## config.mk

```make
export PLATFORM = sky130hd
export DESIGN_NAME = rectangle_perimeter_tracker_flat
export DESIGN_NICKNAME = d
export VERILOG_FILES = /design/src/rtl/rpt_pkg.sv /design/src/rtl/rpt_if.sv /design/src/rtl/rpt_rem.sv /design/src/rtl/rectangle_perimeter_tracker.sv /design/src/flat_wrapper.sv
export SDC_FILE = /design/constraint.sdc
export NUM_CORES = 2
export LEC_CHECK = 0
export BUFFER_PORTS_ARGS = -buffer_cell sky130_fd_sc_hd__buf_2
export CAP_MARGIN = 40
export CORE_MARGIN = 5
export CORE_UTILIZATION = 35
export CTS_CLUSTER_DIAMETER = 50
export CTS_CLUSTER_SIZE = 12
export DETAILED_ROUTE_END_ITERATION = 7
export SLEW_MARGIN = 5
export SYNTH_ARGS = -nofsm -noshare
export SYNTH_HDL_FRONTEND = slang
export SYNTH_SLANG_ARGS = --single-unit
```

## constraint.sdc

```tcl
create_clock -name clk_i -period 20.4 [get_ports clk_i]
set_clock_uncertainty 0.2 [all_clocks]
set_input_delay 3.06 -clock clk_i [delete_from_list [all_inputs] [get_ports clk_i]]
set_output_delay 3.06 -clock clk_i [all_outputs]
set_load 0.05 [all_outputs]
```

## src/rtl/rpt_pkg.sv

```systemverilog
// Package for the rectangle perimeter tracker: widths, codes and shared types.
`timescale 1ns / 1ps
package rpt_pkg;

  localparam int unsigned COORD_W = 32;  // signed Q16.16 coordinates and speed
  localparam int unsigned LEN_W   = 31;  // width and height
  localparam int unsigned POS_W   = 33;  // perimeter distance and reported positions
  localparam int unsigned SF_W    = 18;  // start fraction, Q2.16
  localparam int unsigned TIME_W  = 32;  // elapsed time
  localparam int unsigned PROD_W  = 64;  // product of the shared multiplier
  localparam int unsigned STEP_W  = 48;  // product rounded to Q32.16
  localparam int unsigned DVD_W   = 49;  // dividend of the remainder unit
  localparam int unsigned IDX_W   = 3;   // register index
  localparam int unsigned DATA_W  = 32;  // register write data
  localparam int unsigned SIDE_W  = 2;

  localparam logic [PROD_W-1:0]  ROUND_BIAS = 64'h0000_0000_0000_FFFF;
  localparam logic [COORD_W-1:0] SPEED_MIN  = 32'h8000_0000;
  localparam logic [COORD_W-1:0] SPEED_MAX  = 32'h7FFF_FFFF;

  localparam logic KIND_RESTART = 1'b0;
  localparam logic KIND_ADVANCE = 1'b1;

  typedef enum logic [IDX_W-1:0] {
    REG_AREA_MIN_X     = 3'd0,
    REG_AREA_MIN_Y     = 3'd1,
    REG_AREA_WIDTH     = 3'd2,
    REG_AREA_HEIGHT    = 3'd3,
    REG_SPEED          = 3'd4,
    REG_START_FRACTION = 3'd5
  } cfg_reg_e;

  typedef enum logic [SIDE_W-1:0] {
    SIDE_TOP    = 2'd0,
    SIDE_RIGHT  = 2'd1,
    SIDE_BOTTOM = 2'd2,
    SIDE_LEFT   = 2'd3
  } side_e;

  typedef enum logic [2:0] {
    ST_IDLE,
    ST_MUL,
    ST_STEP,
    ST_LOAD,
    ST_REM,
    ST_WRAP,
    ST_SIDE,
    ST_OUT
  } state_e;

  // Status returned by the remainder unit.
  typedef struct packed {
    logic             done;
    logic [POS_W-1:0] rem;
  } rem_stat_t;

endpackage

```

## src/rtl/rpt_if.sv

```systemverilog
// Handshake interfaces for the input, result and register write channels.
`timescale 1ns / 1ps
interface rpt_in_if;
  logic                       valid;
  logic                       ready;
  logic                       kind;
  logic [rpt_pkg::TIME_W-1:0] elapsed_time;

  modport source (output valid, output kind, output elapsed_time, input ready);
  modport sink   (input valid, input kind, input elapsed_time, output ready);
endinterface

interface rpt_out_if;
  logic                              valid;
  logic                              ready;
  logic signed [rpt_pkg::POS_W-1:0]   pos_x;
  logic signed [rpt_pkg::POS_W-1:0]   pos_y;
  logic signed [rpt_pkg::COORD_W-1:0] vel_x;
  logic signed [rpt_pkg::COORD_W-1:0] vel_y;
  logic        [rpt_pkg::SIDE_W-1:0]  side;
  logic        [rpt_pkg::POS_W-1:0]   perimeter_pos;

  modport source (output valid, output pos_x, output pos_y, output vel_x, output vel_y,
                  output side, output perimeter_pos, input ready);
  modport sink   (input valid, input pos_x, input pos_y, input vel_x, input vel_y,
                  input side, input perimeter_pos, output ready);
endinterface

interface rpt_cfg_if;
  logic                       valid;
  logic                       ready;
  logic [rpt_pkg::IDX_W-1:0]  index;
  logic [rpt_pkg::DATA_W-1:0] data;

  modport source (output valid, output index, output data, input ready);
  modport sink   (input valid, input index, input data, output ready);
endinterface

```

## src/rtl/rpt_rem.sv

```systemverilog
// Bit-serial restoring remainder unit: one dividend bit per cycle.
`timescale 1ns / 1ps
module rpt_rem (
  input  logic                        clk_i,
  input  logic                        rst_ni,
  input  logic                        start_i,
  input  logic [rpt_pkg::DVD_W-1:0]   dividend_i,
  input  logic [rpt_pkg::POS_W-1:0]   divisor_i,
  output rpt_pkg::rem_stat_t          stat_o
);

  localparam int unsigned CNT_W = $clog2(rpt_pkg::DVD_W);

  logic [rpt_pkg::DVD_W-1:0] dvd_q;
  logic [rpt_pkg::POS_W-1:0] rem_q, rem_d;
  logic [CNT_W-1:0]          cnt_q;
  logic                      busy_q;
  logic                      done_q;
  logic [rpt_pkg::POS_W:0]   trial;

  // The partial remainder stays below the divisor, so one compare and
  // subtract per bit keeps it reduced.
  always_comb begin
    trial = {rem_q, dvd_q[rpt_pkg::DVD_W-1]};
    if (trial >= {1'b0, divisor_i}) begin
      rem_d = rpt_pkg::POS_W'(trial - {1'b0, divisor_i});
    end else begin
      rem_d = trial[rpt_pkg::POS_W-1:0];
    end
  end

  always_ff @(posedge clk_i or negedge rst_ni) begin
    if (!rst_ni) begin
      busy_q <= 1'b0;
      done_q <= 1'b0;
      cnt_q  <= '0;
    end else begin
      done_q <= 1'b0;
      if (start_i) begin
        busy_q <= 1'b1;
        cnt_q  <= CNT_W'(rpt_pkg::DVD_W - 1);
      end else if (busy_q) begin
        cnt_q <= cnt_q - 1'b1;
        if (cnt_q == '0) begin
          busy_q <= 1'b0;
          done_q <= 1'b1;
        end
      end
    end
  end

  always_ff @(posedge clk_i) begin
    if (start_i) begin
      dvd_q <= dividend_i;
      rem_q <= '0;
    end else if (busy_q) begin
      dvd_q <= {dvd_q[rpt_pkg::DVD_W-2:0], 1'b0};
      rem_q <= rem_d;
    end
  end

  assign stat_o.done = done_q;
  assign stat_o.rem  = rem_q;

endmodule

```

## src/rtl/rectangle_perimeter_tracker.sv

```systemverilog
// Top level: tracks a point moving around the edge of a rectangle.
// A restart word passes through the MUL, STEP, SIDE and OUT states; an advance word
// also passes LOAD, REM and WRAP, where the bit-serial remainder by the perimeter runs,
// unless the perimeter is zero. A new word is taken only in IDLE, once the previous
// word is through; a word may be accepted while the previous result waits.
// rst_ni clears the registers, the distance travelled and the result valid flag.
`timescale 1ns / 1ps
module rectangle_perimeter_tracker (
  input  logic        clk_i,
  input  logic        rst_ni,
  rpt_in_if.sink      in_i,
  rpt_out_if.source   out_o,
  rpt_cfg_if.sink     cfg_i
);

  // Configuration registers
  logic [rpt_pkg::COORD_W-1:0] min_x_q, min_y_q, speed_q;
  logic [rpt_pkg::LEN_W-1:0]   w_q, h_q;
  logic [rpt_pkg::SF_W-1:0]    sf_q;

  rpt_pkg::state_e             state_q, state_d;
  logic [rpt_pkg::POS_W-1:0]   travel_q;
  logic                        kind_q;
  logic [rpt_pkg::TIME_W-1:0]  el_q;
  logic [rpt_pkg::PROD_W-1:0]  prod_q;
  logic [rpt_pkg::STEP_W-1:0]  step_q;
  logic                        neg_wrap_q;
  rpt_pkg::side_e              side_q, side_d;
  logic [rpt_pkg::POS_W-1:0]   off_q, off_d;

  logic                        out_valid_q;
  logic [rpt_pkg::POS_W-1:0]   px_q, py_q, px_d, py_d;
  logic [rpt_pkg::COORD_W-1:0] vx_q, vy_q, vx_d, vy_d;
  logic [rpt_pkg::SIDE_W-1:0]  sd_q;
  logic [rpt_pkg::POS_W-1:0]   pp_q;

  logic [rpt_pkg::POS_W-1:0]   c1, c2, c3, per, corner;
  logic [rpt_pkg::LEN_W-1:0]   len;
  logic                        per_zero;
  logic [rpt_pkg::POS_W-1:0]   restart_sum;
  logic [rpt_pkg::COORD_W-1:0] mag, neg_speed, mul_a, mul_b;
  logic [rpt_pkg::PROD_W-1:0]  round_sum;
  logic [rpt_pkg::DVD_W-1:0]   t_ext, s_ext, dividend;
  logic                        neg_wrap_d;
  logic [rpt_pkg::POS_W-1:0]   mx, my, wx, hx;
  logic                        in_acc, cfg_acc, out_load, rem_start;
  rpt_pkg::rem_stat_t          rem_stat;

  assign in_acc  = in_i.valid && in_i.ready;
  assign cfg_acc = cfg_i.valid && cfg_i.ready;
  assign cfg_i.ready = 1'b1;

  // Corners and perimeter
  assign c1       = rpt_pkg::POS_W'(w_q);
  assign c2       = rpt_pkg::POS_W'(w_q) + rpt_pkg::POS_W'(h_q);
  assign c3       = c2 + c1;
  assign per      = {c2[rpt_pkg::POS_W-2:0], 1'b0};
  assign per_zero = (per == '0);

  always_comb begin
    case (rpt_pkg::side_e'(sf_q[rpt_pkg::SF_W-1 -: rpt_pkg::SIDE_W]))
      rpt_pkg::SIDE_TOP:    begin corner = '0; len = w_q; end
      rpt_pkg::SIDE_RIGHT:  begin corner = c1; len = h_q; end
      rpt_pkg::SIDE_BOTTOM: begin corner = c2; len = w_q; end
      rpt_pkg::SIDE_LEFT:   begin corner = c3; len = h_q; end
      default:              begin corner = '0; len = w_q; end
    endcase
  end

  // Shared multiplier operands: fraction times side length on restart,
  // speed magnitude times elapsed time on advance.
  assign mag       = speed_q[rpt_pkg::COORD_W-1] ? (~speed_q + 1'b1) : speed_q;
  assign neg_speed = (speed_q == rpt_pkg::SPEED_MIN) ? rpt_pkg::SPEED_MAX
                                                     : (~speed_q + 1'b1);
  assign mul_a = (kind_q == rpt_pkg::KIND_RESTART)
                 ? rpt_pkg::COORD_W'(sf_q[15:0]) : mag;
  assign mul_b = (kind_q == rpt_pkg::KIND_RESTART)
                 ? rpt_pkg::COORD_W'(len) : el_q;

  // A left-side start on a rectangle of zero height lands on the perimeter
  // itself, which wraps to the top-left corner.
  assign restart_sum = corner + rpt_pkg::POS_W'(prod_q[46:16]);

  // A negative step is rounded towards minus infinity, i.e. its magnitude up.
  assign round_sum = prod_q + (speed_q[rpt_pkg::COORD_W-1] ? rpt_pkg::ROUND_BIAS : '0);

  // The wrap is done on travel plus or minus the step in one remainder pass;
  // a negative difference is remaindered by magnitude and reflected after.
  always_comb begin
    t_ext      = rpt_pkg::DVD_W'(travel_q);
    s_ext      = rpt_pkg::DVD_W'(step_q);
    neg_wrap_d = 1'b0;
    if (!speed_q[rpt_pkg::COORD_W-1]) begin
      dividend = t_ext + s_ext;
    end else if (s_ext > t_ext) begin
      dividend   = s_ext - t_ext;
      neg_wrap_d = 1'b1;
    end else begin
      dividend = t_ext - s_ext;
    end
  end

  rpt_rem u_rem (
    .clk_i      (clk_i),
    .rst_ni     (rst_ni),
    .start_i    (rem_start),
    .dividend_i (dividend),
    .divisor_i  (per),
    .stat_o     (rem_stat)
  );

  // Side selection; a zero-length side is passed over by the order of tests.
  always_comb begin
    if (travel_q < c1) begin
      side_d = rpt_pkg::SIDE_TOP;
      off_d  = travel_q;
    end else if (travel_q < c2) begin
      side_d = rpt_pkg::SIDE_RIGHT;
      off_d  = travel_q - c1;
    end else if (travel_q < c3) begin
      side_d = rpt_pkg::SIDE_BOTTOM;
      off_d  = travel_q - c2;
    end else begin
      side_d = rpt_pkg::SIDE_LEFT;
      off_d  = travel_q - c3;
    end
  end

  // Result word, computed modulo 2^33
  assign mx = {min_x_q[rpt_pkg::COORD_W-1], min_x_q};
  assign my = {min_y_q[rpt_pkg::COORD_W-1], min_y_q};
  assign wx = rpt_pkg::POS_W'(w_q);
  assign hx = rpt_pkg::POS_W'(h_q);

  always_comb begin
    case (side_q)
      rpt_pkg::SIDE_TOP: begin
        px_d = mx + off_q;  py_d = my;
        vx_d = speed_q;     vy_d = '0;
      end
      rpt_pkg::SIDE_RIGHT: begin
        px_d = mx + wx;     py_d = my + off_q;
        vx_d = '0;          vy_d = speed_q;
      end
      rpt_pkg::SIDE_BOTTOM: begin
        px_d = mx + wx - off_q;  py_d = my + hx;
        vx_d = neg_speed;        vy_d = '0;
      end
      rpt_pkg::SIDE_LEFT: begin
        px_d = mx;          py_d = my + hx - off_q;
        vx_d = '0;          vy_d = neg_speed;
      end
      default: begin
        px_d = mx;          py_d = my;
        vx_d = '0;          vy_d = '0;
      end
    endcase
  end

  // Sequencer
  always_comb begin
    state_d     = state_q;
    rem_start   = 1'b0;
    out_load    = 1'b0;
    in_i.ready  = 1'b0;
    case (state_q)
      rpt_pkg::ST_IDLE: begin
        in_i.ready = 1'b1;
        if (in_i.valid) begin
          state_d = rpt_pkg::ST_MUL;
        end
      end
      rpt_pkg::ST_MUL: state_d = rpt_pkg::ST_STEP;
      rpt_pkg::ST_STEP: begin
        if (kind_q == rpt_pkg::KIND_RESTART || per_zero) begin
          state_d = rpt_pkg::ST_SIDE;
        end else begin
          state_d = rpt_pkg::ST_LOAD;
        end
      end
      rpt_pkg::ST_LOAD: begin
        rem_start = 1'b1;
        state_d   = rpt_pkg::ST_REM;
      end
      rpt_pkg::ST_REM: begin
        if (rem_stat.done) begin
          state_d = rpt_pkg::ST_WRAP;
        end
      end
      rpt_pkg::ST_WRAP: state_d = rpt_pkg::ST_SIDE;
      rpt_pkg::ST_SIDE: state_d = rpt_pkg::ST_OUT;
      rpt_pkg::ST_OUT: begin
        if (!out_valid_q || out_o.ready) begin
          out_load = 1'b1;
          state_d  = rpt_pkg::ST_IDLE;
        end
      end
      default: state_d = rpt_pkg::ST_IDLE;
    endcase
  end

  always_ff @(posedge clk_i or negedge rst_ni) begin
    if (!rst_ni) begin
      state_q <= rpt_pkg::ST_IDLE;
    end else begin
      state_q <= state_d;
    end
  end

  always_ff @(posedge clk_i or negedge rst_ni) begin
    if (!rst_ni) begin
      min_x_q <= '0;
      min_y_q <= '0;
      w_q     <= '0;
      h_q     <= '0;
      speed_q <= '0;
      sf_q    <= '0;
    end else if (cfg_acc) begin
      case (cfg_i.index)
        rpt_pkg::REG_AREA_MIN_X:     min_x_q <= cfg_i.data;
        rpt_pkg::REG_AREA_MIN_Y:     min_y_q <= cfg_i.data;
        rpt_pkg::REG_AREA_WIDTH:     w_q     <= cfg_i.data[rpt_pkg::LEN_W-1:0];
        rpt_pkg::REG_AREA_HEIGHT:    h_q     <= cfg_i.data[rpt_pkg::LEN_W-1:0];
        rpt_pkg::REG_SPEED:          speed_q <= cfg_i.data;
        rpt_pkg::REG_START_FRACTION: sf_q    <= cfg_i.data[rpt_pkg::SF_W-1:0];
        default: ;
      endcase
    end
  end

  always_ff @(posedge clk_i or negedge rst_ni) begin
    if (!rst_ni) begin
      travel_q    <= '0;
      out_valid_q <= 1'b0;
    end else begin
      if (state_q == rpt_pkg::ST_STEP) begin
        if (kind_q == rpt_pkg::KIND_RESTART) begin
          // The sum never exceeds the perimeter, so one compare and subtract wraps it.
          travel_q <= (restart_sum >= per) ? restart_sum - per : restart_sum;
        end else if (per_zero) begin
          travel_q <= '0;
        end
      end else if (state_q == rpt_pkg::ST_WRAP) begin
        if (neg_wrap_q && rem_stat.rem != '0) begin
          travel_q <= per - rem_stat.rem;
        end else begin
          travel_q <= rem_stat.rem;
        end
      end
      if (out_load) begin
        out_valid_q <= 1'b1;
      end else if (out_o.ready) begin
        out_valid_q <= 1'b0;
      end
    end
  end

  always_ff @(posedge clk_i) begin
    if (in_acc) begin
      kind_q <= in_i.kind;
      el_q   <= in_i.elapsed_time;
    end
    if (state_q == rpt_pkg::ST_MUL) begin
      prod_q <= mul_a * mul_b;
    end
    if (state_q == rpt_pkg::ST_STEP) begin
      step_q <= round_sum[rpt_pkg::PROD_W-1 -: rpt_pkg::STEP_W];
    end
    if (state_q == rpt_pkg::ST_LOAD) begin
      neg_wrap_q <= neg_wrap_d;
    end
    if (state_q == rpt_pkg::ST_SIDE) begin
      side_q <= side_d;
      off_q  <= off_d;
    end
    if (out_load) begin
      px_q <= px_d;
      py_q <= py_d;
      vx_q <= vx_d;
      vy_q <= vy_d;
      sd_q <= side_q;
      pp_q <= travel_q;
    end
  end

  assign out_o.valid         = out_valid_q;
  assign out_o.pos_x         = px_q;
  assign out_o.pos_y         = py_q;
  assign out_o.vel_x         = vx_q;
  assign out_o.vel_y         = vy_q;
  assign out_o.side          = sd_q;
  assign out_o.perimeter_pos = pp_q;

endmodule

```

## src/flat_wrapper.sv

```systemverilog
// flat-port wrapper written by rule: the top's interface ports become plain ports
module rectangle_perimeter_tracker_flat 
  (clk_i, rst_ni, in_i_valid, in_i_kind, in_i_elapsed_time, in_i_ready, out_o_valid, out_o_pos_x, out_o_pos_y, out_o_vel_x, out_o_vel_y, out_o_side, out_o_perimeter_pos, out_o_ready, cfg_i_valid, cfg_i_index, cfg_i_data, cfg_i_ready);
  rpt_in_if in_i_i ();
  rpt_out_if out_o_i ();
  rpt_cfg_if cfg_i_i ();
  input  logic clk_i;
  input  logic rst_ni;
  input wire logic [$bits(in_i_i.valid)-1:0] in_i_valid;
  input wire logic [$bits(in_i_i.kind)-1:0] in_i_kind;
  input wire logic [$bits(in_i_i.elapsed_time)-1:0] in_i_elapsed_time;
  output wire logic [$bits(in_i_i.ready)-1:0] in_i_ready;
  output wire logic [$bits(out_o_i.valid)-1:0] out_o_valid;
  output wire logic [$bits(out_o_i.pos_x)-1:0] out_o_pos_x;
  output wire logic [$bits(out_o_i.pos_y)-1:0] out_o_pos_y;
  output wire logic [$bits(out_o_i.vel_x)-1:0] out_o_vel_x;
  output wire logic [$bits(out_o_i.vel_y)-1:0] out_o_vel_y;
  output wire logic [$bits(out_o_i.side)-1:0] out_o_side;
  output wire logic [$bits(out_o_i.perimeter_pos)-1:0] out_o_perimeter_pos;
  input wire logic [$bits(out_o_i.ready)-1:0] out_o_ready;
  input wire logic [$bits(cfg_i_i.valid)-1:0] cfg_i_valid;
  input wire logic [$bits(cfg_i_i.index)-1:0] cfg_i_index;
  input wire logic [$bits(cfg_i_i.data)-1:0] cfg_i_data;
  output wire logic [$bits(cfg_i_i.ready)-1:0] cfg_i_ready;
  assign in_i_i.valid = in_i_valid;
  assign in_i_i.kind = in_i_kind;
  assign in_i_i.elapsed_time = in_i_elapsed_time;
  assign in_i_ready = in_i_i.ready;
  assign out_o_valid = out_o_i.valid;
  assign out_o_pos_x = out_o_i.pos_x;
  assign out_o_pos_y = out_o_i.pos_y;
  assign out_o_vel_x = out_o_i.vel_x;
  assign out_o_vel_y = out_o_i.vel_y;
  assign out_o_side = out_o_i.side;
  assign out_o_perimeter_pos = out_o_i.perimeter_pos;
  assign out_o_i.ready = out_o_ready;
  assign cfg_i_i.valid = cfg_i_valid;
  assign cfg_i_i.index = cfg_i_index;
  assign cfg_i_i.data = cfg_i_data;
  assign cfg_i_ready = cfg_i_i.ready;
  rectangle_perimeter_tracker u_core (.clk_i(clk_i), .rst_ni(rst_ni), .in_i(in_i_i), .out_o(out_o_i), .cfg_i(cfg_i_i));
endmodule
```

-- Word level (Yosys, flattened, before mapping)
Cells that the tools add are included.
- register bits after elaboration: 649
- bits in latches: 0
- RAM bits: 0
- ROM bits: 0
- memories kept: 0
- add/subtract/negate cells: 21
- $mul: 1
- div/mod/pow operators: 0
- $lt $le $gt $ge: 6
- equality and inequality tests: 23
- shifts and indexed selects: 0
- mux-type cells: 47
- bitwise logic cells: 2
- reductions and logical operators: 28
- operator list (cell ; number):
    33-bit case mux with 4 select lines ; 3
    33-bit two-way mux ; 10
    33-bit subtractor ; 7
    49-bit two-way mux ; 4
    32-bit case mux with 3 select lines ; 2
    32-bit two-way mux ; 4
    32-bit by 32-bit adder with 33-bit output ; 2
    33-bit by 31-bit adder with 33-bit output ; 2
    33-bit adder ; 2
    33-bit less-than comparator ; 2
    64-bit adder ; 1
    32-bit by 32-bit multiplier with 64-bit output ; 1
    31-bit case mux with 2 select lines ; 1
    33-bit by 48-bit adder with 49-bit output ; 1
    33-bit by 48-bit subtractor with 49-bit output ; 1
    48-bit by 33-bit subtractor with 49-bit output ; 1
    48-bit by 33-bit > comparator with 1-bit output ; 1
    34-bit by 33-bit >= comparator with 1-bit output ; 1
    33-bit >= comparator ; 1
    33-bit zero test ; 1
    33-bit by 31-bit less-than comparator with 1-bit output ; 1
    33-bit nonzero test ; 1
    33-bit by 31-bit subtractor with 33-bit output ; 1
    31-bit by 31-bit adder with 32-bit output ; 1
    other kinds (28) ; 76

-- Logic depth before layout (Yosys ltp)
- depth after elaboration: 8
- depth in mapped cells: 45

-- Cells and area by module
A second synthesis with hierarchy kept.
- cells, all modules: 10372
- area total of the unflattened synthesis: 91396.4 sq um
- modules (own cells, without submodules) (module ; instances ; cells an instance ; area each (sq um) ; sequential area each (sq um)):
    rectangle_perimeter_tracker ; 1 ; 9753 ; 85395.7 ; 15720.1
    rpt_rem ; 1 ; 619 ; 6000.8 ; 2332.2

-- Worst setup path before layout
No wires, ideal clock.
- path kind: input to register
- start: input port out_o_ready
- end: register u_core.pp_q (netlist bit u_core.out_o.perimeter_pos[0]) (enable)
- arrival: 9979 ps
- path slack: 9528 ps
- cell stages on the path: 2
- cell sequence: nor2b_1 > nor2_1
- longest elaborated chain between the ends: 3
- ends and longest elaborated chain (what ; RTL line ; source):
    start: declaration ; flat_wrapper.sv:20 ; input wire logic [$bits(out_o_i.ready)-1:0] out_o_ready;
    1-bit logical OR ; rectangle_perimeter_tracker.sv:193 ; if (!out_valid_q || out_o.ready) begin
    1-bit two-way mux ; rectangle_perimeter_tracker.sv:193 ;
    1-bit two-way mux ; rectangle_perimeter_tracker.sv:166 ; case (state_q)
    net u_core.out_load ; rectangle_perimeter_tracker.sv:46 ; logic in_acc, cfg_acc, out_load, rem_start;
    end signal: assignment ; rectangle_perimeter_tracker.sv:282 ; pp_q <= travel_q;
    end: declaration ; rectangle_perimeter_tracker.sv:35 ; logic [rpt_pkg::POS_W-1:0] pp_q;
The timed path passes the listed nets, and every way through them passes these cells.
A chain may end at the register's enable or synchronous reset.

-- Worst setup path in the final report
- start: register u_core.speed_q[0] (netlist bit)
- end: register u_core.prod_q[62] (netlist bit) (data pin)
- longest elaborated chain between the ends: 5
- ends and longest elaborated chain (what ; RTL line ; source):
    start: declaration ; rectangle_perimeter_tracker.sv:17 ; logic [rpt_pkg::COORD_W-1:0] min_x_q, min_y_q, speed_q;
    start signal: assignment ; rectangle_perimeter_tracker.sv:224 ; rpt_pkg::REG_SPEED: speed_q <= cfg_i.data;
    32-bit inverter ; rectangle_perimeter_tracker.sv:72 ; assign mag = speed_q[rpt_pkg::COORD_W-1] ? (~speed_q + 1'b1) : speed_q;
    32-bit by 1-bit adder with 32-bit output ; rectangle_perimeter_tracker.sv:72 ;
    32-bit two-way mux (*) ; rectangle_perimeter_tracker.sv:72 ;
    32-bit two-way mux (*) ; rectangle_perimeter_tracker.sv:76 ; ? rpt_pkg::COORD_W'(sf_q[15:0]) : mag;
    32-bit by 32-bit multiplier with 64-bit output (*) ; rectangle_perimeter_tracker.sv:264 ; prod_q <= mul_a * mul_b;
    end signal: assignment ; rectangle_perimeter_tracker.sv:264 ;
    end: declaration ; rectangle_perimeter_tracker.sv:25 ; logic [rpt_pkg::PROD_W-1:0] prod_q;
Mark *: on every way between the ends. The rest lies on a longest branch, timed or not.

==> metrics.md <==
| Metric | Value |
|---|---|
| Footprint of the multi-input gates | 67000 um^2 |
| Max Root-Sink Buffers | 3 |
| Ys flop type | edfxtp_1 |
| Register area share after synthesis | 0.197 |
| Critical path class | reg2reg |
| Clock Latency Late Sink | ~0.77 ns |
| Cts hold-fix bufs | 0 |
| Root buf cell | clkbuf_16 |
| Setup violations, final | 0 |
| Final ANT Viol Nets | 0 |
| Starting DRT DRC Count | approximately 7600 |
| Layout cells sized above 1 | 0.0959 |
| CTS Buf Count | 114 |
| Reg area | between 15000 and 20000 um^2 |
| Vias in the first global route | roughly 76000 |
| Final #Nets | between 10000 and 15000 |
| Slew of the pin with the lowest slew margin | around 1.0 ns |
| Worst Path Arrival | approximately 12 ns |
| #FFs+latches synth | between 600 and 700 |
| Max Clock Freq | about 0.085 GHz |
| CP Capture Type | register |
| Critical path's slowest cell | fa_1 |
| Initial antenna violation count | 34 |
| Reg clk slew, reported paths | 0.06 ns |
| Synth top area share | 0.200 |
| CP peak stage delay | around 0.56 ns |
| DP Wirelength | between 200 and 300 mm |
| Setup bufs post-CTS | 0 |
| CTS tree | done |
| Critical Path Start Type | register |
| Hold Vio Cnt, Final | 0 |
| DIE WIDTH | 522 um |
| Post-route DRC | 0 |
| Hold Path Class | reg2reg |
| Max_cap viols | 0 |
| FP Rows | ~190 |
| Distinct cells, synth | around 110 |
| Synthesis Warnings | 0 |
| TNS Setup | 0 ns |
| Vias per std cell | 5.54 |
| Synthesized instance count | 10400 |
| Starting Density | 0.352 |
| Fill cell count | about 26000 |
| Slew margin rel. | 0.308 |
| Routed wire length | between 300 and 400 mm |
| Routability cong. | 0.994 |
| H-tree levels | 3 |
| Synthesized Nets | between 10000 and 15000 |
| # resized after CTS | 0 |
| Clock sink count | 649 |
| Largest net degree at the start of global routing | 158 |
| Synthesized cell area | slightly above 90000 um^2 |
| Die footprint | ~270000 um^2 |
| First-pass GRT wire length | between 400 and 500 mm |
| Outcome | finished, final reports clean |
| Crit Path Max Fanout | 32 |
| Top cells by area, synth | fa_1 (20%), edfxtp_1 (13%), ha_1 (12%), dfrtp_1 (6.0%), inv_1 (5.6%) |
| I/O pins | between 200 and 250 |
| Cell taking the most area after synthesis | fa_1 |
| Gr usage total | 0.243 |
| Final Cycle Share | 0.577 |
| GRT Residual Overflow | 0 |
| EDFF count, synth | around 400 |
| P&R area growth vs syn | 10.5% |
| Async S/R FF share, synth | 0.341 |
| Avg Synthesized Cell Area | just under 9 um^2 |
| Crit path time final | about 12 ns |
| CP Data Required Time | 20.67 ns |
| # port buffers | between 200 and 250 |
| Wirelength per Cell | ~24 um |
| Slew Limit Fails | 0 |
| Die Span Y | roughly 520 um |
| RSZ-0062 raised after global routing | no |
| Vias | between 70000 and 80000 |
| Core ar. | between 200000 and 300000 um^2 |
| DRT Pass-1 Iters | 6 |
## worst paths after layout
kind	start	endpoint	slack, ns	cells after the start
worst min-delay path	u_core.sf_q[17]$_DFFE_PN0P_	u_core.sf_q[17]$_DFFE_PN0P_	0.32	1
min in group asynchronous	rst_ni	u_core.u_rem.cnt_q[0]$_DFFE_PN0P_	2.06	1
max in group asynchronous	rst_ni	u_core.speed_q[14]$_DFFE_PN0P_	15.23	5
worst min register to register	u_core.sf_q[17]$_DFFE_PN0P_	u_core.sf_q[17]$_DFFE_PN0P_	0.32	1
worst max register to register	u_core.speed_q[0]$_DFFE_PN0P_	u_core.prod_q[62]$_DFFE_PP_	8.62	42
worst max-delay path	u_core.speed_q[0]$_DFFE_PN0P_	u_core.prod_q[62]$_DFFE_PP_	8.62	42
## layout by cell type (no fill, tap or decap), types with 240 or more instances in the layout
cell type	netlist	routed
inv_1	1363	1360
nand2_1	1284	1284
fa_1	914	914
ha_1	861	861
nor2_1	652	650
a21oi_1	648	630
o21ai_0	542	516
edfxtp_1	395	395
xnor2_1	370	370
a21o_1	280	280
buf_2	23	240
## critical path: cells and delay by family, from the launching register on
family | cells | cell delay, ns
AO/OA/AOI/OAI | 10 | 2.31
XOR/XNOR | 2 | 0.20
adder cells (fa/ha/maj) | 10 | 4.56
buffers and inverters | 9 | 0.89
flip-flops | 1 | 0.45
AND/OR/NAND/NOR | 11 | 2.83
## metal layers
| layer | up-vias | routed length, um | global-route usage |
|---|---|---|---|
| met5 | - | 57 | 0 |
| met4 | 8 | 20700 | 0.126 |
| met3 | 782 | 29600 | 0.0545 |
| met2 | 3350 | 152000 | 0.384 |
| met1 | 38500 | 137000 | 0.311 |
| li1 | 35600 | - | - |
## state kept, by name, indices dropped and copies added (netlist names), 3 cells and up
name,cells
u_core.sf_q,18
u_core.u_rem.cnt_q,6
u_core.prod_q,64
u_core.min_x_q,32
u_core.state_q,3
u_core.out_o.pos_y,33
u_core.out_o.vel_x,32
u_core.travel_q,33
u_core.out_o.vel_y,32
u_core.el_q,32
u_core.u_rem.rem_q,33
u_core.off_q,33
u_core.u_rem.dvd_q,49
u_core.out_o.perimeter_pos,33
u_core.min_y_q,32
u_core.h_q,31
u_core.out_o.pos_x,33
u_core.w_q,31
u_core.step_q,48
u_core.speed_q,32
## kinds of logic (layout without fill, tap and decap cells)
family	Yosys count	in the layout	synth area share
simple gates	2959	2959	0.148
compound gates	2280	2280	0.158
buf+inv	1800	1996	0.0746
fa+ha+maj	1775	1775	0.317
flops	649	649	0.197
xor+xnor	590	590	0.0565
mux	358	358	0.0487
other cells	1	13	0.0000409
## cell usage after synthesis (130+ instances only)
cell type	instances
clkbuf_1	375
nand2_1	1284
nor3_1	151
nor2_1	652
fa_1	914
o21ai_0	542
nor2b_1	130
nand3_1	132
xnor2_1	370
ha_1	861
dfrtp_1	221
mux2_2	169
edfxtp_1	395
inv_1	1363
xor2_1	219
a21oi_1	648
a21o_1	280
## layout make-up
class / instances / area share
tap: 3496 / 0.0432
inverter: 1370 / 0.0508
antenna: 12 / 0.000297
clock buffer: 127 / 0.0292
timing repair buffer: 409 / 0.0256
sequential: 649 / 0.178
clock inverter: 90 / 0.0104
multi-input combinational: 7963 / 0.662
## stage by stage
stage	utilization	std cells	instance area (um^2)	setup WS, ns	hold WS (ns)
after global routing	0.389	14100	101000	8.11	0.327
final	0.389	14100	101000	8.62	0.316
after global placement	0.373	13900	96900	8.91	0.290
after CTS	0.389	14100	101000	8.68	0.313
after floorplan	-	10400	91600	9.53	0.224
after detailed placement	0.374	13900	97100	8.74	0.294
Power is not shown: default switching activity piles up to over one toggle a cycle in this logic, so the estimate is an artifact.
